File: config.mk
export PLATFORM = sky130hd
export DESIGN_NAME = scba_class_dec
export DESIGN_NICKNAME = d
export VERILOG_FILES = /design/src/hdl/scba_pkg.sv /design/src/hdl/scba_class_dec.sv
export SDC_FILE = /design/constraint.sdc
export NUM_CORES = 1
export LEC_CHECK = 0
export BUFFER_PORTS_ARGS = -buffer_cell sky130_fd_sc_hd__buf_2
export CORE_ASPECT_RATIO = 0.75
export CORE_MARGIN = 3
export CORE_UTILIZATION = 45
export DETAILED_ROUTE_END_ITERATION = 8
export PLACE_DENSITY_LB_ADDON = 0.05
export RECOVER_POWER = 50
export SLEW_MARGIN = 20
export SYNTH_ARGS = -nofsm -noshare
export SYNTH_HDL_FRONTEND = slang
export SYNTH_SLANG_ARGS = --single-unit
File: constraint.sdc
create_clock -name vclk -period 3.8
set_clock_uncertainty 0.15 [all_clocks]
set_input_delay 0 -clock vclk [all_inputs]
set_output_delay 0 -clock vclk [all_outputs]
set_load 0.01 [all_outputs]
File: src/hdl/scba_pkg.sv
// ----------------------------------------------------------------------------
// scba_pkg: shared definitions of the size-class buffer allocator
// Field widths, request and status codes, register indexes and the
// decoder result record used by the allocator core and its class decoder.
// ----------------------------------------------------------------------------
package scba_pkg;

    // Fixed field widths of the stream and configuration ports.
    localparam int SIZE_W      = 24;
    localparam int REQ_W       = 2;
    localparam int CLS_IN_W    = 3;
    localparam int SLOT_IN_W   = 6;
    localparam int STATUS_W    = 3;
    localparam int CNT_OUT_W   = 8;
    localparam int IN_TDATA_W  = 40;
    localparam int IN_TUSER_W  = 3;
    localparam int OUT_TDATA_W = 24;
    localparam int CFG_IDX_W   = 1;

    // Busy map words hold this many slots each.
    localparam int WORD_W    = 64;
    localparam int WORD_BITS = 6;

    // Wide enough for any class number the decoder can return.
    localparam int CLS_DEC_W = 5;

    // Defaults for the top level parameters.
    localparam int DEF_NUM_CLASSES     = 8;
    localparam int DEF_SLOTS_PER_CLASS = 64;
    localparam int DEF_COUNT_BITS      = 8;

    // Request types.
    localparam logic [REQ_W-1:0] REQ_ALLOC = 2'd0;
    localparam logic [REQ_W-1:0] REQ_ADD   = 2'd1;
    localparam logic [REQ_W-1:0] REQ_DROP  = 2'd2;

    // Result status codes.
    localparam logic [STATUS_W-1:0] STS_OK        = 3'd0;
    localparam logic [STATUS_W-1:0] STS_TOO_LARGE = 3'd1;
    localparam logic [STATUS_W-1:0] STS_FULL      = 3'd2;
    localparam logic [STATUS_W-1:0] STS_FREE      = 3'd3;
    localparam logic [STATUS_W-1:0] STS_SATURATED = 3'd4;
    localparam logic [STATUS_W-1:0] STS_BAD       = 3'd5;

    // Configuration register indexes and reset values.
    localparam logic [CFG_IDX_W-1:0] CFG_MIN_SIZE = 1'd0;
    localparam logic [CFG_IDX_W-1:0] CFG_MAX_SIZE = 1'd1;
    localparam logic [SIZE_W-1:0]    RST_MIN_SIZE = 24'd64;
    localparam logic [SIZE_W-1:0]    RST_MAX_SIZE = 24'd8192;

    // What the class decoder reports about the request being worked on.
    typedef struct packed {
        logic                 too_large;
        logic [CLS_DEC_W-1:0] alloc_cls;
        logic                 handle_ok;
    } t_cls_dec;

endpackage

File: src/hdl/scba_class_dec.sv
// ----------------------------------------------------------------------------
// scba_class_dec: size class decoder
// Picks the smallest power-of-two class that covers an allocation size and
// judges whether a handle names an existing class and slot.
// ----------------------------------------------------------------------------
module scba_class_dec #(
    parameter int NUM_CLASSES     = scba_pkg::DEF_NUM_CLASSES,
    parameter int SLOTS_PER_CLASS = scba_pkg::DEF_SLOTS_PER_CLASS
) (
    input  logic [scba_pkg::SIZE_W-1:0]    i_min_size,
    input  logic [scba_pkg::SIZE_W-1:0]    i_max_size,
    input  logic [scba_pkg::SIZE_W-1:0]    i_req_size,
    input  logic [scba_pkg::CLS_IN_W-1:0]  i_hnd_cls,
    input  logic [scba_pkg::SLOT_IN_W-1:0] i_hnd_slot,
    output scba_pkg::t_cls_dec             o_dec
);
    import scba_pkg::*;

    localparam int CAP_W = SIZE_W + NUM_CLASSES;

    always_comb begin
        logic [SIZE_W-1:0]      eff_min;
        logic [CAP_W-1:0]       cap;
        logic [NUM_CLASSES-1:0] ge;
        logic [NUM_CLASSES-1:0] le;
        logic                   found;
        logic                   fits;
        logic                   exists;

        // A zero minimum behaves as one byte.
        eff_min = (i_min_size == '0) ? SIZE_W'(1) : i_min_size;
        for (int c = 0; c < NUM_CLASSES; c++) begin
            cap   = CAP_W'(eff_min) << c;
            ge[c] = (cap >= CAP_W'(i_req_size));
            le[c] = (cap <= CAP_W'(i_max_size));
        end

        // Capacities grow with the class, so the lowest covering class wins.
        found           = 1'b0;
        fits            = 1'b0;
        o_dec.alloc_cls = '0;
        for (int c = NUM_CLASSES - 1; c >= 0; c--) begin
            if (ge[c]) begin
                found           = 1'b1;
                fits            = le[c];
                o_dec.alloc_cls = CLS_DEC_W'(c);
            end
        end
        o_dec.too_large = !(found && fits);

        exists = 1'b0;
        for (int c = 0; c < NUM_CLASSES; c++) begin
            if (32'(i_hnd_cls) == c) begin
                exists = le[c];
            end
        end
        o_dec.handle_ok = exists && (32'(i_hnd_slot) < SLOTS_PER_CLASS);
    end

endmodule
==> metrics, run 1 <==
status complete, no violations; final hold slack approximately 0.23 ns; width of the chip ~160 um; post-layout total power between 1 and 1.5 mW; syn_area_per_cell around 8 um^2; post-route antenna net violation count 0; chain of cells forming the critical path buf_2 > or4_1 > or3_4 > nor2_4 > a31o_4 > inv_1 > ha_1 > nand2b_1 > a31oi_1 > o21ai_0 > a311oi_2 > a21oi_2 > o31ai_1 > o31a_1 > buf_2; required time of the worst setup path around 3.7 ns; final setup vio count 0; worst setup path category input pin to primary output; hold violation total from the final report 0; startpoint of the lowest-slack hold path i_hnd_cls[0]; Peak Freq between 200 and 300 MHz; worst path arrival time about 3.5 ns; Crit Path Max Fanout 10; Min-Delay Path Class input pin to primary output; fraction of the cycle the final worst path needs 95.8%; number of I/O pins 88; Placer Congestion roughly 1; via/cell ratio 6.23; number of standard cells after synthesis 980; via count approximately 8,000; number of global-route vias before repair ~7,500; nets@finish between 1,000 and 1,500; aggregate routed wire length approximately 28,000 um; nature of the critical path endpoint primary output; nature of the critical path startpoint input pin; maximum capacitance violations 0; Pwr per Cell Area 115 nW/um^2; cell row count 41; wire length of the first global-routing pass 43,100 um; overall die height between 100 and 150 um; global-route congestion overflow total 0; number of hold-repair buffers added at the cts stage 0; final period demand of the worst path 3.64 ns; DP HPWL ~22,000 um; critical path startpoint i_min_size[20]; core area around 17,000 um^2; relative area change from synthesis to final layout 11.4%; sequential fraction of the synthesis area 0%; count of cells along the worst hold path 3; Non-Filler Cell Area, Final 8700 um^2; number of I/O port buffers 80; antenna violations before repair 0; final sequential cell count 0; dominant cell type by count on the critical path sky130_fd_sc_hd__buf_2; final-layout clock buffer total 0; warnings from Yosys 0; most used cells in the layout excluding fill and tap cells sky130_fd_sc_hd__ha_1 (328), sky130_fd_sc_hd__a21oi_1 (88), sky130_fd_sc_hd__buf_2 (80), sky130_fd_sc_hd__nand2_1 (63), sky130_fd_sc_hd__inv_1 (59); slew of the pin with the lowest slew margin ~0.96 ns; Die ar. between 15,000 and 20,000 um^2; number of design-rule violations left by the first detailed-router iteration approximately 560; IR Drop Worst-Case VDD slightly above 0.0001 V; cell area after synthesis roughly 8000 um^2; Final Slew Violations 0; routed length per instance between 20 and 25 um; Slew headroom between 30 and 40%; largest net degree at the start of global routing 17; Placed Instance Area slightly below 9000 um^2; capture endpoint of the worst hold path o_dec[0]; Antenna diodes 0; leakage dissipation roughly 4.5 nW; most common cell after layout, fill and taps aside sky130_fd_sc_hd__ha_1; highest cell delay on the worst timing path 0.57 ns; All-Layer GR Usage 28.9%; library cells used by synthesis 60; library cell contributing the largest single delay on the critical path sky130_fd_sc_hd__or4_1; number of DRC violations after detailed routing 0; footprint of the flip-flops and latches 0 um^2; initial cell density of the core a little under half; first drt pass iteration count 6; proportion of layout cells with a drive suffix above 1 between 10% and 20%
## logic make-up after synthesis
kind of cell / synth area share (%)
adder cells (fa/ha/maj): 52.5
AO/OA/AOI/OAI: 25.3
AND/OR/NAND/NOR: 17.9
buffers and inverters: 4.20
other: 0.0480
## per-stage QoR
| step | setup TNS [ns] | instances | utilization, % | worst slack, ns |
|---|---|---|---|---|
| after floorplan | 0 | 981 | - | 0.305 |
| after global routing | -0.00720 | 1287 | 51.4 | -0.00720 |
| after CTS | 0 | 1287 | 51.2 | 0.0139 |
| after detailed placement | -0.182 | 1287 | 51.1 | -0.182 |
| after global placement | 0 | 1287 | 51.1 | 0.0232 |
| final | 0 | 1287 | 51.4 | 0.159 |
## power breakdown
part,leakage (nW),switching [mW],internal [mW]
logic,4.48,0.605,0.398
registers,0,0,0
clock network,0,0,0
## timing repair
item                                   4_1_cts  5_1_grt
resized for setup                            3        8
pin swaps                                    0        4
setup endpoints to repair                    4        4
buffers inserted                             0        0
endpoints found under the hold margin        0        0
## final cells by class
cell class / instances / area (um^2)
repair buffers: 117 / 678
inverters: 59 / 221
fillers: 1676 / 8230
multi-input cells: 896 / 7530
well taps: 215 / 269
## Yosys cell counts, types with 2 or more instances
| cell | count | area (um^2) |
|---|---|---|
| sky130_fd_sc_hd__nor3_1 | 22 | 110 |
| sky130_fd_sc_hd__nand2b_1 | 8 | 50.1 |
| sky130_fd_sc_hd__a21o_1 | 42 | 315 |
| sky130_fd_sc_hd__buf_4 | 2 | 15.0 |
| sky130_fd_sc_hd__a311oi_1 | 2 | 17.5 |
| sky130_fd_sc_hd__o211ai_1 | 14 | 105 |
| sky130_fd_sc_hd__nand3_1 | 24 | 120 |
| sky130_fd_sc_hd__o22ai_1 | 2 | 12.5 |
| sky130_fd_sc_hd__o41ai_1 | 2 | 17.5 |
| sky130_fd_sc_hd__a21boi_0 | 3 | 22.5 |
| sky130_fd_sc_hd__o32ai_1 | 3 | 26.3 |
| sky130_fd_sc_hd__inv_1 | 59 | 221 |
| sky130_fd_sc_hd__o31ai_1 | 10 | 75.1 |
| sky130_fd_sc_hd__clkbuf_1 | 23 | 86.3 |
| sky130_fd_sc_hd__a221oi_1 | 3 | 26.3 |
| sky130_fd_sc_hd__or3_1 | 8 | 50.1 |
| sky130_fd_sc_hd__or4_1 | 6 | 45.0 |
| sky130_fd_sc_hd__a2bb2oi_1 | 2 | 17.5 |
| sky130_fd_sc_hd__o21bai_1 | 2 | 15.0 |
| sky130_fd_sc_hd__nand2_1 | 63 | 236 |
| sky130_fd_sc_hd__ha_1 | 328 | 4100 |
| sky130_fd_sc_hd__o21ai_0 | 51 | 255 |
| sky130_fd_sc_hd__nor4_1 | 17 | 106 |
| sky130_fd_sc_hd__a211oi_1 | 18 | 135 |
| sky130_fd_sc_hd__a31o_2 | 2 | 17.5 |
| sky130_fd_sc_hd__and3_1 | 3 | 18.8 |
| sky130_fd_sc_hd__nand3b_1 | 3 | 22.5 |
| sky130_fd_sc_hd__a31oi_1 | 11 | 68.8 |
| sky130_fd_sc_hd__nor2b_1 | 12 | 75.1 |
| sky130_fd_sc_hd__o2111ai_1 | 4 | 35.0 |
| sky130_fd_sc_hd__nand4_1 | 44 | 275 |
| sky130_fd_sc_hd__a21oi_1 | 89 | 445 |
| sky130_fd_sc_hd__a41oi_1 | 2 | 17.5 |
| sky130_fd_sc_hd__nand4b_1 | 3 | 26.3 |
| sky130_fd_sc_hd__nor2_1 | 41 | 154 |
| sky130_fd_sc_hd__a2111o_1 | 3 | 33.8 |
| sky130_fd_sc_hd__a2111oi_0 | 9 | 78.8 |
| sky130_fd_sc_hd__and4_1 | 5 | 43.8 |
| sky130_fd_sc_hd__o21a_1 | 14 | 105 |
## worst max-delay path: cells and delay by family
kind | cells | cell delay [ns]
adder cells (fa/ha/maj) | 1 | 0.26
buffers and inverters | 3 | 0.33
AO/OA/AOI/OAI | 7 | 1.64
AND/OR/NAND/NOR | 4 | 1.25
## how the worst max path moves through the flow
stage	to
2_1_floorplan	o_dec[6]
3_3_place_gp	o_dec[6]
3_5_place_dp	o_dec[6]
4_1_cts	o_dec[6]
5_1_grt	o_dec[6]
6_report	o_dec[6]
## metal layers
metal | global-route usage, % | up-vias | part of all wire (%)
met5 | 0 | - | 0
met4 | 2.90 | 0 | 1.1
met3 | 3.32 | 20 | 7.5
met2 | 40.2 | 280 | 38
met1 | 47.9 | 3655 | 53
li1 | - | 4063 | -
Power figures use the tool's default switching activity.
==> run 2: changes to the inputs <==
ABC_AREA = 1   (was default)
==> metrics, run 2 <==
number of hold-repair buffers added at the cts stage 0 (unchanged); final hold slack 0.355 ns (+0.123 ns); Peak Freq 319 MHz (+16%); Min-Delay Path Class input pin to primary output; DP Cell Count 1,552 (+21%); most used cells in the layout excluding fill and tap cells sky130_fd_sc_hd__ha_1 (328), sky130_fd_sc_hd__nand2_1 (263), sky130_fd_sc_hd__a21oi_1 (154), sky130_fd_sc_hd__inv_1 (129), sky130_fd_sc_hd__nor2_1 (89); nature of the critical path endpoint primary output; overall die height 123 um (+2.8%); sequential fraction of the synthesis area 0% (unchanged); Crit Path Max Fanout 8 (-2); library cells used by synthesis 41 (-32%); final period demand of the worst path 3.13 ns (-0.507 ns); number of design-rule violations left by the first detailed-router iteration 476 (-15%); Die ar. 20,100 um^2 (+5.6%); Placed Instance Area 9020 um^2 (+4.3%); leakage dissipation 5.00 nW (+12%); largest net degree at the start of global routing 19 (+2); proportion of layout cells with a drive suffix above 1 8.40% (-3.8 points); syn_area_per_cell 6.69 um^2 (-16%); Pwr per Cell Area 107 nW/um^2 (-6.9%); first drt pass iteration count 5 (-1); core area 17,800 um^2 (+5.2%); number of I/O port buffers 80 (unchanged); maximum capacitance violations 0 (unchanged); via/cell ratio 5.45 (-12%); post-route antenna net violation count 0 (unchanged); DP HPWL 20,700 um (-5.7%); fin cells 1,552 (+21%); commonest cells in the synthesized netlist sky130_fd_sc_hd__ha_1 (328), sky130_fd_sc_hd__nand2_1 (263), sky130_fd_sc_hd__a21oi_1 (154); slew of the pin with the lowest slew margin 0.757 ns (-0.199 ns); number of DRC violations after detailed routing 0 (unchanged); Final Slew Violations 0 (unchanged); status complete, no violations; relative area change from synthesis to final layout 9.08%; final-layout clock buffer total 0 (unchanged); cell row count 42 (+2.4%); number of I/O pins 88 (unchanged); fraction of synthesized cell area taken by the top area cell type 49.6% (-2.9 points); worst path arrival time 2.98 ns (-0.51 ns); Slew headroom 49.1% (+15 points); final sequential cell count 0 (unchanged); top area cells in the synthesized netlist sky130_fd_sc_hd__ha_1 (50%), sky130_fd_sc_hd__nand2_1 (12%), sky130_fd_sc_hd__a21oi_1 (9.3%); All-Layer GR Usage 25.3% (-3.6 points); most common cell in the synthesized netlist sky130_fd_sc_hd__ha_1; initial cell density of the core 46.4% (+0.30 points); fraction of the cycle the final worst path needs 82.5% (-13 points); most common cell after layout, fill and taps aside sky130_fd_sc_hd__ha_1; via count 8,462 (+5.5%); IR Drop Worst-Case VDD 0.0000388 V (-61%); routed length per instance 16.7 um (-23%); nature of the critical path startpoint input pin; CTS-repair resized insts 0 (-3); worst setup path category input pin to primary output; TNS Setup 0 ns (unchanged); Placer Congestion 0.858 (-14%); required time of the worst setup path 3.65 ns (about the same); antenna violations before repair 1 (+1); total setup buffers inserted after CTS 0 (unchanged); footprint of the flip-flops and latches 0 um^2 (unchanged); fill cell instance count of the final layout 1,884 (+12%); library cell with the largest summed area after synthesis sky130_fd_sc_hd__ha_1; aggregate routed wire length 25,900 um (-6.9%); number of standard cells after synthesis 1,236 (+26%); width of the chip 163 um (+2.8%); global-route congestion overflow total 0 (unchanged); Non-Filler Cell Area, Final 9020 um^2 (+3.7%); Antenna diodes 0 (unchanged); hold violation total from the final report 0 (unchanged); warnings from Yosys 0 (unchanged); nets@finish 1,721 (+16%); final setup vio count 0 (unchanged); cell area after synthesis 8270 um^2 (+5.9%); setup repair after global routing missed its margin false; number of global-route vias before repair 7,751 (+3.4%); wire length of the first global-routing pass 41,000 um (-4.8%)
[run 2: cell count changes in the layout (fill, tap and decap cells not counted), moves of 12 or more]
cell,previous run,this run
sky130_fd_sc_hd__a211oi_1,18,5
sky130_fd_sc_hd__a21o_1,42,7
sky130_fd_sc_hd__a21oi_1,88,154
sky130_fd_sc_hd__buf_4,37,19
sky130_fd_sc_hd__inv_1,59,129
sky130_fd_sc_hd__nand2_1,63,263
sky130_fd_sc_hd__nand3_1,24,59
sky130_fd_sc_hd__nor2_1,40,89
sky130_fd_sc_hd__nor2b_1,12,0
[run 2: metrics by stage]
stage,power [mW],setup slack (ns),utilization (%)
finish,0.968,0.666,50.6
global route,1.13,0.437,50.6
CTS,0.967,0.631,50.7
detailed placement,0.963,0.637,50.7
global placement,0.941,0.674,50.7
floorplan,0.674,1.40,-
[run 2: area by class of cell]
class | instances | area, um^2 | share of cell area, %
multi-input combinational | 1079 | 7670 | 85.0
tap | 242 | 303 | 3.36
timing repair buffer | 100 | 562 | 6.23
inverter | 131 | 492 | 5.45
[run 2: per-layer routing]
metal / vias up / routed length (um) / track usage [%]
met1: 3758 / 13000 / 37.1
met5: - / 13 / 0
li1: 4535 / - / -
met4: 2 / 323 / 3.49
met2: 149 / 11600 / 42.7
met3: 18 / 1010 / 0.569
[run 2: path summary, 6_finish.rpt]
check	from	endpoint	cells past startpoint
setup / recovery	i_min_size[1]	o_dec[3]	16
hold / removal	i_hnd_cls[0]	o_dec[0]	4
[run 2: power breakdown]
group          internal, mW  switching (mW)
Combinational         0.366           0.602
Clock                     0               0
Sequential                0               0
Total                 0.366           0.602
[run 2: cell families after synthesis]
family,after synthesis,share of synthesized area (%)
buffers and inverters,158,7.37
AND/OR/NAND/NOR,505,26.9
adder cells (fa/ha/maj),328,49.6
AO/OA/AOI/OAI,244,16.1
other,1,0.0453
[run 2: critical path, stage by stage]
cell and delay, ns:
sky130_fd_sc_hd__buf_2 0.10, sky130_fd_sc_hd__nor4_1 0.32, sky130_fd_sc_hd__nand4_1 0.16, sky130_fd_sc_hd__nand3b_1 0.20, sky130_fd_sc_hd__nand2_1 0.33, sky130_fd_sc_hd__ha_1 0.31, sky130_fd_sc_hd__nand3_1 0.08, sky130_fd_sc_hd__a21oi_1 0.06
sky130_fd_sc_hd__o211ai_1 0.15, sky130_fd_sc_hd__nand2_1 0.08, sky130_fd_sc_hd__nand3_1 0.07, sky130_fd_sc_hd__nand2_1 0.05, sky130_fd_sc_hd__a21oi_1 0.21, sky130_fd_sc_hd__inv_1 0.11, sky130_fd_sc_hd__nor4_1 0.51, sky130_fd_sc_hd__buf_2 0.23
